### src/hdl/bpdc_pkg.sv
// ----------------------------------------------------------------------------
// bpdc_pkg
// Shared types and constants for the button press duration classifier.
// ----------------------------------------------------------------------------
package bpdc_pkg;

	localparam int TIMER_BITS_DEF = 16;
	localparam int THRESH_BITS    = 16;
	localparam int CFG_IDX_BITS   = 2;
	localparam int CFG_DATA_BITS  = 16;
	localparam int IN_DATA_BITS   = 8;
	localparam int OUT_DATA_BITS  = 8;

	// register indexes on the configuration channel
	localparam logic [CFG_IDX_BITS-1:0] REG_IDLE_LEVEL     = 2'd0;
	localparam logic [CFG_IDX_BITS-1:0] REG_DEBOUNCE_TICKS = 2'd1;
	localparam logic [CFG_IDX_BITS-1:0] REG_MEDIUM_TICKS   = 2'd2;
	localparam logic [CFG_IDX_BITS-1:0] REG_LONG_TICKS     = 2'd3;

	// reset values of the configuration registers
	localparam logic                   IDLE_LEVEL_RST     = 1'b1;
	localparam logic [THRESH_BITS-1:0] DEBOUNCE_TICKS_RST = 16'd50;
	localparam logic [THRESH_BITS-1:0] MEDIUM_TICKS_RST   = 16'd1000;
	localparam logic [THRESH_BITS-1:0] LONG_TICKS_RST     = 16'd3000;

	typedef struct packed {
		logic                   idle_level;
		logic [THRESH_BITS-1:0] debounce_ticks;
		logic [THRESH_BITS-1:0] medium_ticks;
		logic [THRESH_BITS-1:0] long_ticks;
	} cfg_t;

	typedef struct packed {
		logic button_level;
		logic ack_short;
		logic ack_medium;
		logic ack_long;
	} item_t;

	typedef struct packed {
		logic toggle_out;
		logic held_debounced;
		logic held_medium;
		logic held_long;
		logic short_event;
		logic medium_event;
		logic long_event;
	} result_t;

endpackage

### src/hdl/bpdc_core.sv
// ----------------------------------------------------------------------------
// bpdc_core
// Press state, saturating hold counter, classification and sticky event flags.
// ----------------------------------------------------------------------------
module bpdc_core #(
	parameter int TIMER_BITS = bpdc_pkg::TIMER_BITS_DEF
) (
	input  logic              clk,
	input  logic              arst_n,
	input  logic              step,
	input  bpdc_pkg::item_t   item,
	input  bpdc_pkg::cfg_t    cfg,
	output bpdc_pkg::result_t result
);
	import bpdc_pkg::*;

	localparam int CMP_BITS = (TIMER_BITS > THRESH_BITS) ? TIMER_BITS : THRESH_BITS;

	logic [TIMER_BITS-1:0] cnt_q, cnt_d, cnt_inc;
	logic                  press_q, press_d;
	logic                  deb_q, deb_d;
	logic                  tog_q, tog_d;
	logic                  med_q, med_d;
	logic                  lng_q, lng_d;
	logic                  sflag_q, sflag_d;
	logic                  mflag_q, mflag_d;
	logic                  lflag_q, lflag_d;
	logic                  pressing;
	logic [CMP_BITS-1:0]   cnt_x, dur_x, deb_x, med_x, lng_x;
	logic                  ev_s, ev_m, ev_l;

	assign pressing = (item.button_level != cfg.idle_level);
	assign cnt_inc  = (cnt_q == {TIMER_BITS{1'b1}}) ? cnt_q : cnt_q + 1'b1;

	assign deb_x = CMP_BITS'(cfg.debounce_ticks);
	assign med_x = CMP_BITS'(cfg.medium_ticks);
	assign lng_x = CMP_BITS'(cfg.long_ticks);
	// duration on release is the saturated count plus this tick
	assign dur_x = CMP_BITS'(cnt_inc);

	always_comb begin
		cnt_d   = cnt_q;
		press_d = press_q;
		deb_d   = deb_q;
		tog_d   = tog_q;
		med_d   = med_q;
		lng_d   = lng_q;
		ev_s    = 1'b0;
		ev_m    = 1'b0;
		ev_l    = 1'b0;
		cnt_x   = '0;
		if (pressing) begin
			press_d = 1'b1;
			cnt_d   = press_q ? cnt_inc : '0;
			cnt_x   = CMP_BITS'(cnt_d);
			if (cnt_x >= deb_x) begin
				if (!deb_q) begin
					tog_d = ~tog_q;
					deb_d = 1'b1;
				end
				if (cnt_x >= lng_x) lng_d = 1'b1;
				if (cnt_x >= med_x) med_d = 1'b1;
			end
		end else if (press_q) begin
			ev_s    = (dur_x >= deb_x) && (dur_x < med_x);
			ev_m    = (dur_x >= med_x) && (dur_x < lng_x);
			ev_l    = (dur_x >= lng_x);
			press_d = 1'b0;
			cnt_d   = '0;
			deb_d   = 1'b0;
			med_d   = 1'b0;
			lng_d   = 1'b0;
		end
		// a fresh event wins over an acknowledge in the same beat
		sflag_d = ev_s | (sflag_q & ~item.ack_short);
		mflag_d = ev_m | (mflag_q & ~item.ack_medium);
		lflag_d = ev_l | (lflag_q & ~item.ack_long);
	end

	always_ff @(posedge clk or negedge arst_n) begin
		if (!arst_n) begin
			cnt_q   <= '0;
			press_q <= 1'b0;
			deb_q   <= 1'b0;
			tog_q   <= IDLE_LEVEL_RST;
			med_q   <= 1'b0;
			lng_q   <= 1'b0;
			sflag_q <= 1'b0;
			mflag_q <= 1'b0;
			lflag_q <= 1'b0;
		end else if (step) begin
			cnt_q   <= cnt_d;
			press_q <= press_d;
			deb_q   <= deb_d;
			tog_q   <= tog_d;
			med_q   <= med_d;
			lng_q   <= lng_d;
			sflag_q <= sflag_d;
			mflag_q <= mflag_d;
			lflag_q <= lflag_d;
		end
	end

	always_comb begin
		result.toggle_out     = tog_d;
		result.held_debounced = deb_d;
		result.held_medium    = med_d;
		result.held_long      = lng_d;
		result.short_event    = sflag_d;
		result.medium_event   = mflag_d;
		result.long_event     = lflag_d;
	end

	// held marks only exist inside a debounced press
	a_med_needs_deb: assert property (@(posedge clk) disable iff (!arst_n)
		(med_q || lng_q) |-> deb_q)
		else $error("medium or long mark without debounce mark");

	a_deb_needs_press: assert property (@(posedge clk) disable iff (!arst_n)
		deb_q |-> press_q)
		else $error("debounce mark outside a press");

	a_release_clears: assert property (@(posedge clk) disable iff (!arst_n)
		(step && !pressing && press_q) |=> (!press_q && cnt_q == '0 && !deb_q))
		else $error("release did not clear press state");

	a_toggle_on_step: assert property (@(posedge clk) disable iff (!arst_n)
		!step |=> $stable(tog_q))
		else $error("toggle level moved without a beat");

	a_one_event: assert property (@(posedge clk) disable iff (!arst_n)
		(step && press_q && !pressing && cfg.debounce_ticks <= cfg.medium_ticks
			&& cfg.medium_ticks <= cfg.long_ticks) |-> $onehot0({ev_s, ev_m, ev_l}))
		else $error("several events from one release with ordered thresholds");

endmodule

### src/hdl/button_press_duration_classifier_top.sv
// ----------------------------------------------------------------------------
// button_press_duration_classifier_top
// Debounced button with toggle output, live hold marks and sticky press events.
// ----------------------------------------------------------------------------
// One input beat per sample tick gives exactly one output beat. A beat is taken
// every clock cycle while the output side keeps up. The accepting edge loads the
// input register; the item then moves on, updating the core state and loading the
// output register, once that register is free or being drained.
// The rate is set by the update of the press counter and flags on each beat.
// Input and output are parted by registers, so a new beat can enter an empty
// input register while a finished result still waits. Configuration writes
// are taken at any time and are meant to happen only while the block is idle.
module button_press_duration_classifier_top #(
	parameter int TIMER_BITS = bpdc_pkg::TIMER_BITS_DEF
) (
	input  logic                                 clk,
	input  logic                                 arst_n,
	input  logic                                 s_tvalid,
	output logic                                 s_tready,
	// [0] button_level, [1] ack_short, [2] ack_medium, [3] ack_long, [7:4] zero
	input  logic [bpdc_pkg::IN_DATA_BITS-1:0]    s_tdata,
	output logic                                 m_tvalid,
	input  logic                                 m_tready,
	// [0] toggle_out, [1] held_debounced, [2] held_medium, [3] held_long,
	// [4] short_event, [5] medium_event, [6] long_event, [7] zero
	output logic [bpdc_pkg::OUT_DATA_BITS-1:0]   m_tdata,
	input  logic                                 cfg_valid,
	output logic                                 cfg_ready,
	input  logic [bpdc_pkg::CFG_IDX_BITS-1:0]    cfg_index,
	input  logic [bpdc_pkg::CFG_DATA_BITS-1:0]   cfg_data
);
	import bpdc_pkg::*;

	cfg_t    cfg_q;
	item_t   item_s1;
	logic    valid_s1;
	logic    advance;
	result_t res;
	result_t res_s2;
	logic    valid_s2;

	assign cfg_ready = 1'b1;

	always_ff @(posedge clk or negedge arst_n) begin
		if (!arst_n) begin
			cfg_q.idle_level     <= IDLE_LEVEL_RST;
			cfg_q.debounce_ticks <= DEBOUNCE_TICKS_RST;
			cfg_q.medium_ticks   <= MEDIUM_TICKS_RST;
			cfg_q.long_ticks     <= LONG_TICKS_RST;
		end else if (cfg_valid && cfg_ready) begin
			case (cfg_index)
				REG_IDLE_LEVEL:     cfg_q.idle_level     <= cfg_data[0];
				REG_DEBOUNCE_TICKS: cfg_q.debounce_ticks <= cfg_data[THRESH_BITS-1:0];
				REG_MEDIUM_TICKS:   cfg_q.medium_ticks   <= cfg_data[THRESH_BITS-1:0];
				REG_LONG_TICKS:     cfg_q.long_ticks     <= cfg_data[THRESH_BITS-1:0];
				default: begin
				end
			endcase
		end
	end

	// item moves on when the output register is free or being drained
	assign advance  = valid_s1 && (!valid_s2 || m_tready);
	assign s_tready = !valid_s1 || advance;

	always_ff @(posedge clk or negedge arst_n) begin
		if (!arst_n) begin
			valid_s1 <= 1'b0;
			valid_s2 <= 1'b0;
		end else begin
			if (s_tready) valid_s1 <= s_tvalid;
			if (advance) begin
				valid_s2 <= 1'b1;
			end else if (m_tready) begin
				valid_s2 <= 1'b0;
			end
		end
	end

	always_ff @(posedge clk) begin
		if (s_tvalid && s_tready) begin
			item_s1.button_level <= s_tdata[0];
			item_s1.ack_short    <= s_tdata[1];
			item_s1.ack_medium   <= s_tdata[2];
			item_s1.ack_long     <= s_tdata[3];
		end
		if (advance) res_s2 <= res;
	end

	bpdc_core #(
		.TIMER_BITS(TIMER_BITS)
	) u_core (
		.clk    (clk),
		.arst_n (arst_n),
		.step   (advance),
		.item   (item_s1),
		.cfg    (cfg_q),
		.result (res)
	);

	assign m_tvalid = valid_s2;
	assign m_tdata  = {1'b0, res_s2.long_event, res_s2.medium_event, res_s2.short_event,
		res_s2.held_long, res_s2.held_medium, res_s2.held_debounced, res_s2.toggle_out};

endmodule
### config.mk
export PLATFORM = sky130hd
export DESIGN_NAME = button_press_duration_classifier_top
export DESIGN_NICKNAME = d
export VERILOG_FILES = /design/src/hdl/bpdc_pkg.sv /design/src/hdl/bpdc_core.sv /design/src/hdl/button_press_duration_classifier_top.sv
export SDC_FILE = /design/constraint.sdc
export NUM_CORES = 1
export LEC_CHECK = 0
export BUFFER_PORTS_ARGS = -buffer_cell sky130_fd_sc_hd__buf_4
export CELL_PAD_IN_SITES_DETAIL_PLACEMENT = 0
export CELL_PAD_IN_SITES_GLOBAL_PLACEMENT = 1
export CORE_ASPECT_RATIO = 2
export CORE_MARGIN = 8
export CORE_UTILIZATION = 45
export DETAILED_ROUTE_END_ITERATION = 8
export PLACE_DENSITY_LB_ADDON = 0.1
export RECOVER_POWER = 25
export SYNTH_ARGS = -nofsm -noshare
export SYNTH_HDL_FRONTEND = slang
export SYNTH_SLANG_ARGS = --single-unit
### constraint.sdc
create_clock -name clk -period 4.1 [get_ports clk]
set_input_delay 0.205 -clock clk [delete_from_list [all_inputs] [get_ports clk]]
set_output_delay 0.205 -clock clk [all_outputs]
set_load 0.03 [all_outputs]
==> results.yml, run 1 <==
synth:
  synth_compound_area_frac: 0.151
  synthMuxAreaShare: 0.0943
  synth_edf_count: 11
  postSynthNetCount: 717
  yosysWarnings: 0
  synth-seq-cells: 86
  synthAdderAreaFrac: 0.183
  syn_inst: 600
  synth_xor_area_frac: 0.0243
  synth_top_family_by_area: "adder cells"
  synthDistinctLibCells: 65
  synth_area_leaders: "dfrtp_1 (24%), ha_1 (18%), mux2_2 (9.1%)"
  async_flop_share: 0.872
  synth_top_area_share: 0.235
  synthFlopType: "dfrtp_1"
  seq_area_frac_synth: 0.368
  yosysTopAreaCell: "dfrtp_1"
  synth-simple-area-share: 0.131
  avgSynthCellArea_um2: 10.1
  synth_area_um2: 6060
sta:
  tightest_slew_ps: 1910
  max_slew_margin: -0.276
  slew_viol_final: 76
  max_freq_ghz: 0.261
  fin_skew_ps: 7.03
  final.setup.tns_ps: 0
  hold_violations: 0
  fin_crit_ps: 3830
  rsz0062_at_grt: "false"
  finalSetupViolations: 0
  fin_crit_sh: 0.935
die:
  die_h_um: 180
  die_area_um2: 17700
  core_area_um2: 13300
  initial_core_util: 0.456
  die_x_um: 98.1
  io_pins: 42
  rows: 60
setup_path:
  endpoint_kind: "flip-flop"
  worst-path-buf-inv: 0
  cpMostUsedCell: "a211o_1"
  critPathMaxFanout: 9
  crit_type: "flip-flop to flip-flop"
  critical_path.startpoint_type: "flip-flop"
  cp_slowest_stage_delay_ps: 400
  crit_family: "simple AND/OR/NAND/NOR gates"
  crit_path_cell_trace: "nand4_4 -> nor3_2 -> nand3_2 -> and3_1 -> nand3_1 -> xor2_1 -> nor2_1 -> ha_1 -> and4_1 -> a221o_1 -> a211o_1 -> a211o_1 -> and2_1 -> a22o_1"
  cp_data_arrival_time_ps: 3930
  slowest_stage: "dfrtp_1"
  required_ps: 4190
pwr:
  cellLeakagePower_nw: 3.55
  powerDensity_nw_per_um2: 376
  ir_drop_mv: 0.262
drt:
  drtAntennaViolNets: 0
  routedWlPerCell_um: 19.1
  vias: 4683
  wl_um: 15800
  viasPerCell: 5.68
  drc: 0
  drt_iter0_markers: 221
  dr.pass1.iters: 5
placed_design:
  dp_hpwl_um: 12700
  gp_congestion: 0.905
  io_buffer_count: 35
clocking:
  clk_latency_ps: 340
  cts_buffers: 9
  cts_tree: "built"
  clockRootBuffer: "clkbuf_16"
  htreeDepth: 3
  clk_pin_slew_ps: 70
  clock_sinks: 86
  clock_path_buffers: 2
  cts_hold_buf: 0
grt:
  overflow: 0
  grt_pass1_vias: 4827
  use_met2: 0.319
  busiest_layer: "met2"
  grt_pass1_wl_um: 25300
  grt_util_met1: 0.214
  met3_usage: 0.0240
  globalRouteTotalUtil: 0.185
  grt_max_degree: 76
  antenna_found_initial: 0
run:
  maxCapViolations: 1
cells_and_area:
  final_common_cell: "ha_1"
  final_core_util: 0.527
  final_cell_mix: "ha_1 (86), inv_1 (62), buf_4 (61), dfrtp_1 (57), mux2_2 (49)"
  antenna_cells: 0
  fin_nets: 781
  area.growth.synth_to_final_pct: 15.6
  drive_gt1_frac: 0.241
  fill_cells: 1260
status:
  status: "complete, but fails checks"
  violations: "capacitance limit, slew limit"
hold_path:
  min_path_type: "input pin to flip-flop"
## per-layer routing
metal  part of all wire  vias to the layer above
li1                   -                     2322
met2               0.51                       82
met1               0.43                     2244
met3              0.021                       35
met4              0.042                        0
met5                  0                        -
## path summary, 6_finish.rpt
path                            startpoint               end  slack, ps  cells after the start
max                        u_core.cnt_q[4]        m_tdata[3]        270                     14
min                             s_tdata[2]        item_s1[1]         60                      1
max reg2reg                u_core.cnt_q[4]        m_tdata[3]        270                     14
min reg2reg                 u_core.sflag_q    u_core.sflag_q        480                      2
max in group asynchronous           arst_n  u_core.cnt_q[13]       2560                      1
min in group asynchronous           arst_n   u_core.cnt_q[7]        360                      1
## synthesized netlist by cell type (3+ instances only)
master and n:
a211o_1 9, a21o_1 16, a21oi_1 28, a22o_1 6, a31oi_1 6, a32o_1 3
and2_1 5, and3_1 5, and4_1 3, clkbuf_1 9, dfrtp_1 57, dfstp_2 18
edfxtp_1 11, ha_1 86, inv_1 62, mux2_2 49, nand2_1 43, nand2b_1 8
nand3_1 22, nand3b_1 3, nand4_1 14, nor2_1 29, nor3_1 7, o211ai_1 3
o21ai_0 21, o22ai_1 4, o31ai_1 3, or2_2 3, or3_1 3, or4_1 3
xnor2_1 5, xor2_1 10
## power breakdown
group	leakage [nW]	switching, W	internal, W	total (W)
Clock	0.151	0.000341	0.000535	0.000876
Combinational	2.39	0.000410	0.000279	0.000689
Sequential	1.02	0.0000693	0.00100	0.00107
Total	3.55	0.000820	0.00181	0.00263
## sequential cells by signal, summed over array words and instances, names as in the netlist, 4 cells and up
register	cells
u_core.cnt_q	16
item_s1	4
m_tdata	7
cfg_q	49
## cell type report
cell class,instances,area (um2),share of cell area
inverters,62,233,0.0332
multi-input cells,439,3550,0.506
clock inverters,4,73.8,0.0105
well taps,155,194,0.0277
repair buffers,66,493,0.0704
flip-flops and latches,86,2230,0.318
clock buffers,12,236,0.0338
## kinds of logic after synthesis
logic type | Yosys count
AO/OA/AOI/OAI | 126
XOR/XNOR | 16
adder cells (fa/ha/maj) | 89
buffers and inverters | 75
flip-flops | 86
multiplexers | 51
other | 2
AND/OR/NAND/NOR | 155
## metrics by stage
step | std cells | total power (W) | setup WS [ps] | instance area [um2] | hold slack [ps]
2_1_floorplan | 600 | 0.00154 | 355 | 6060 | -90.6
3_3_place_gp | 806 | 0.00176 | 197 | 6680 | 383
3_5_place_dp | 806 | 0.00177 | 174 | 6680 | 384
6_report | 824 | 0.00263 | 265 | 7010 | 56.6
5_1_grt | 824 | 0.00279 | 19.4 | 7010 | 42.2
4_1_cts | 822 | 0.00266 | 146 | 6990 | 21.5
## timing repair
| item | in CTS | in global routing |
|---|---|---|
| setup endpoints to repair | 0 | 4 |
| gates resized for setup | 0 | 1 |
| buffers inserted | 0 | 2 |
Note: power is estimated with default switching activity, not from simulation.
==> run 2, diff against run 1 <==
--- a/config.mk
+++ b/config.mk
@@ -14,6 +14,7 @@
 export DETAILED_ROUTE_END_ITERATION = 8
 export PLACE_DENSITY_LB_ADDON = 0.1
 export RECOVER_POWER = 25
+export REMOVE_ABC_BUFFERS = 1
 export SYNTH_ARGS = -nofsm -noshare
 export SYNTH_HDL_FRONTEND = slang
 export SYNTH_SLANG_ARGS = --single-unit
==> run 2 against run 1 <==
The flow still finishes with violations (capacitance limit, slew limit). Sequential share of layout area rose by 0.098 points. Worst setup slack got worse by 15 ps. Critical path type unchanged. Register-to-register slack barely moved. Wire length fell by 0.60%. Via count fell by 1.6%. Final area fell by 0.25%. Non-clock buffer count fell by 4. Sequential cell count did not move. Largest power group unchanged.
==> results.yml, run 2 (synthesis results as in run 1) <==
status:
  status: "complete, but fails checks"
  violations: "capacitance limit, slew limit"
setup_path:
  reg2reg_depth: 14
  cp_data_arrival_time_ps: 3950
  r2r_slack_ps: 250
  rr_startpoint: "u_core.cnt_q[1]"
  cp_num_cells: 14
  critical_path.startpoint_type: "flip-flop"
  crit_path_cell_trace: "ha_2 -> and3_1 -> nand3_2 -> and3_1 -> nand3_1 -> xor2_1 -> nor2_1 -> ha_1 -> and4_1 -> a221o_1 -> a211o_1 -> a211o_1 -> and2_1 -> a22o_1"
  endpoint_kind: "flip-flop"
  crit_family: "simple AND/OR/NAND/NOR gates"
  crit_type: "flip-flop to flip-flop"
  rr_endpoint: "m_tdata[3]"
  critPathMaxFanout: 6
  slowest_stage: "dfrtp_1"
  cp_slowest_stage_delay_ps: 410
  startpoint: "u_core.cnt_q[1]"
  worst-path-buf-inv: 0
  required_ps: 4200
grt:
  antenna_found_initial: 0
  globalRouteTotalUtil: 0.183
  use_met2: 0.325
  grt_util_met1: 0.219
  grt_pass1_wl_um: 25100
  met3_usage: 0.0217
  busiest_layer: "met2"
  grt_max_degree: 76
  overflow: 0
  grt_pass1_vias: 4723
cells_and_area:
  regArea_um2: 2230
  fin_nets: 777
  final_common_cell: "ha_1"
  regMostFlops: "cfg_q"
  largest_reg_flops: 49
  multi_input_area_um2: 3550
  fill_cells: 1251
  final_cell_mix: "ha_1 (85), inv_1 (62), buf_4 (57), dfrtp_1 (56), mux2_2 (49)"
  fin_cells: 820
  drive_gt1_frac: 0.244
  area.growth.synth_to_final_pct: 15.3
  antenna_cells: 0
sta:
  fin_crit_ps: 3850
  max_slew_margin: -0.277
  fin_ws_ps: 250
  rsz0062_at_grt: "false"
  max_freq_ghz: 0.260
  fin_skew_ps: 9.21
  hold_violations: 0
  slew_viol_final: 76
  finalSetupViolations: 0
  tightest_slew_ps: 1920
  fin_crit_sh: 0.939
  final.setup.tns_ps: 0
die:
  die_h_um: 180
  die_area_um2: 17700
  io_pins: 42
  rows: 60
  core_area_um2: 13300
  die_x_um: 98.1
  initial_core_util: 0.456
clocking:
  clk_latency_ps: 350
  clock_path_buffers: 2
  clockRootBuffer: "clkbuf_16"
  clk_pin_slew_ps: 70
  clock_sinks: 86
  htreeDepth: 3
  cts_buffers: 9
  cts_tree: "built"
  post-cts-setup-buffer-count: 0
placed_design:
  io_buffer_count: 35
  gp_congestion: 0.870
  place_inst: 804
  dp_hpwl_um: 12600
  dp_slack_ps: 177
run:
  maxCapViolations: 1
hold_path:
  min_from: "s_tdata[2]"
  hold_end: "item_s1[1]"
  hold_depth: 1
  min_path_type: "input pin to flip-flop"
drt:
  routedWlPerCell_um: 19.1
  drc: 0
  drtAntennaViolNets: 0
  vias: 4606
  dr.pass1.iters: 4
  viasPerCell: 5.62
  drt_iter0_markers: 210
  wl_um: 15700
pwr:
  powerDensity_nw_per_um2: 379
  cellLeakagePower_nw: 3.53
  p_total_w: 0.00265
  ir_drop_mv: 0.276
-- run 2: repair_timing --
action                                  4_1_cts  5_1_grt
endpoints found under the setup margin        0        5
resized for setup                             0        3
hold buffers                                  0        0
-- run 2: layer usage --
layer  wire length, um  vias up
li1                  -     2311
met1              7010     2209
met2              8030       70
met3               326       16
met4               318        0
met5                 0        -
-- run 2: final cells by class --
class | count | share of cell area
sequential | 86 | 0.319
clock inverter | 6 | 0.0115
inverter | 62 | 0.0333
tap | 155 | 0.0277
timing repair buffer | 62 | 0.0662
multi-input combinational | 439 | 0.508
clock buffer | 10 | 0.0342
-- run 2: worst max-delay path by stage --
stage / to / slack [ps]
floorplan: m_tdata[3] / 200
finish: m_tdata[3] / 250
global route: m_tdata[3] / 4
global placement: m_tdata[3] / 220
detailed placement: m_tdata[3] / 180
CTS: m_tdata[3] / 140
-- run 2: per-stage QoR --
step	hold slack, ps	util	cell area [um2]
2_1_floorplan	-90.6	-	6000
6_report	51.4	0.526	6990
5_1_grt	43.7	0.526	6990
3_5_place_dp	384	0.502	6660
3_3_place_gp	383	0.502	6660
4_1_cts	18.7	0.526	6980
-- run 2: power by group --
| part | internal (W) | switching, W |
|---|---|---|
| combinational | 0.000288 | 0.000420 |
| clock | 0.000499 | 0.000370 |
| sequential | 0.00100 | 0.0000697 |
| total | 0.00179 | 0.000860 |
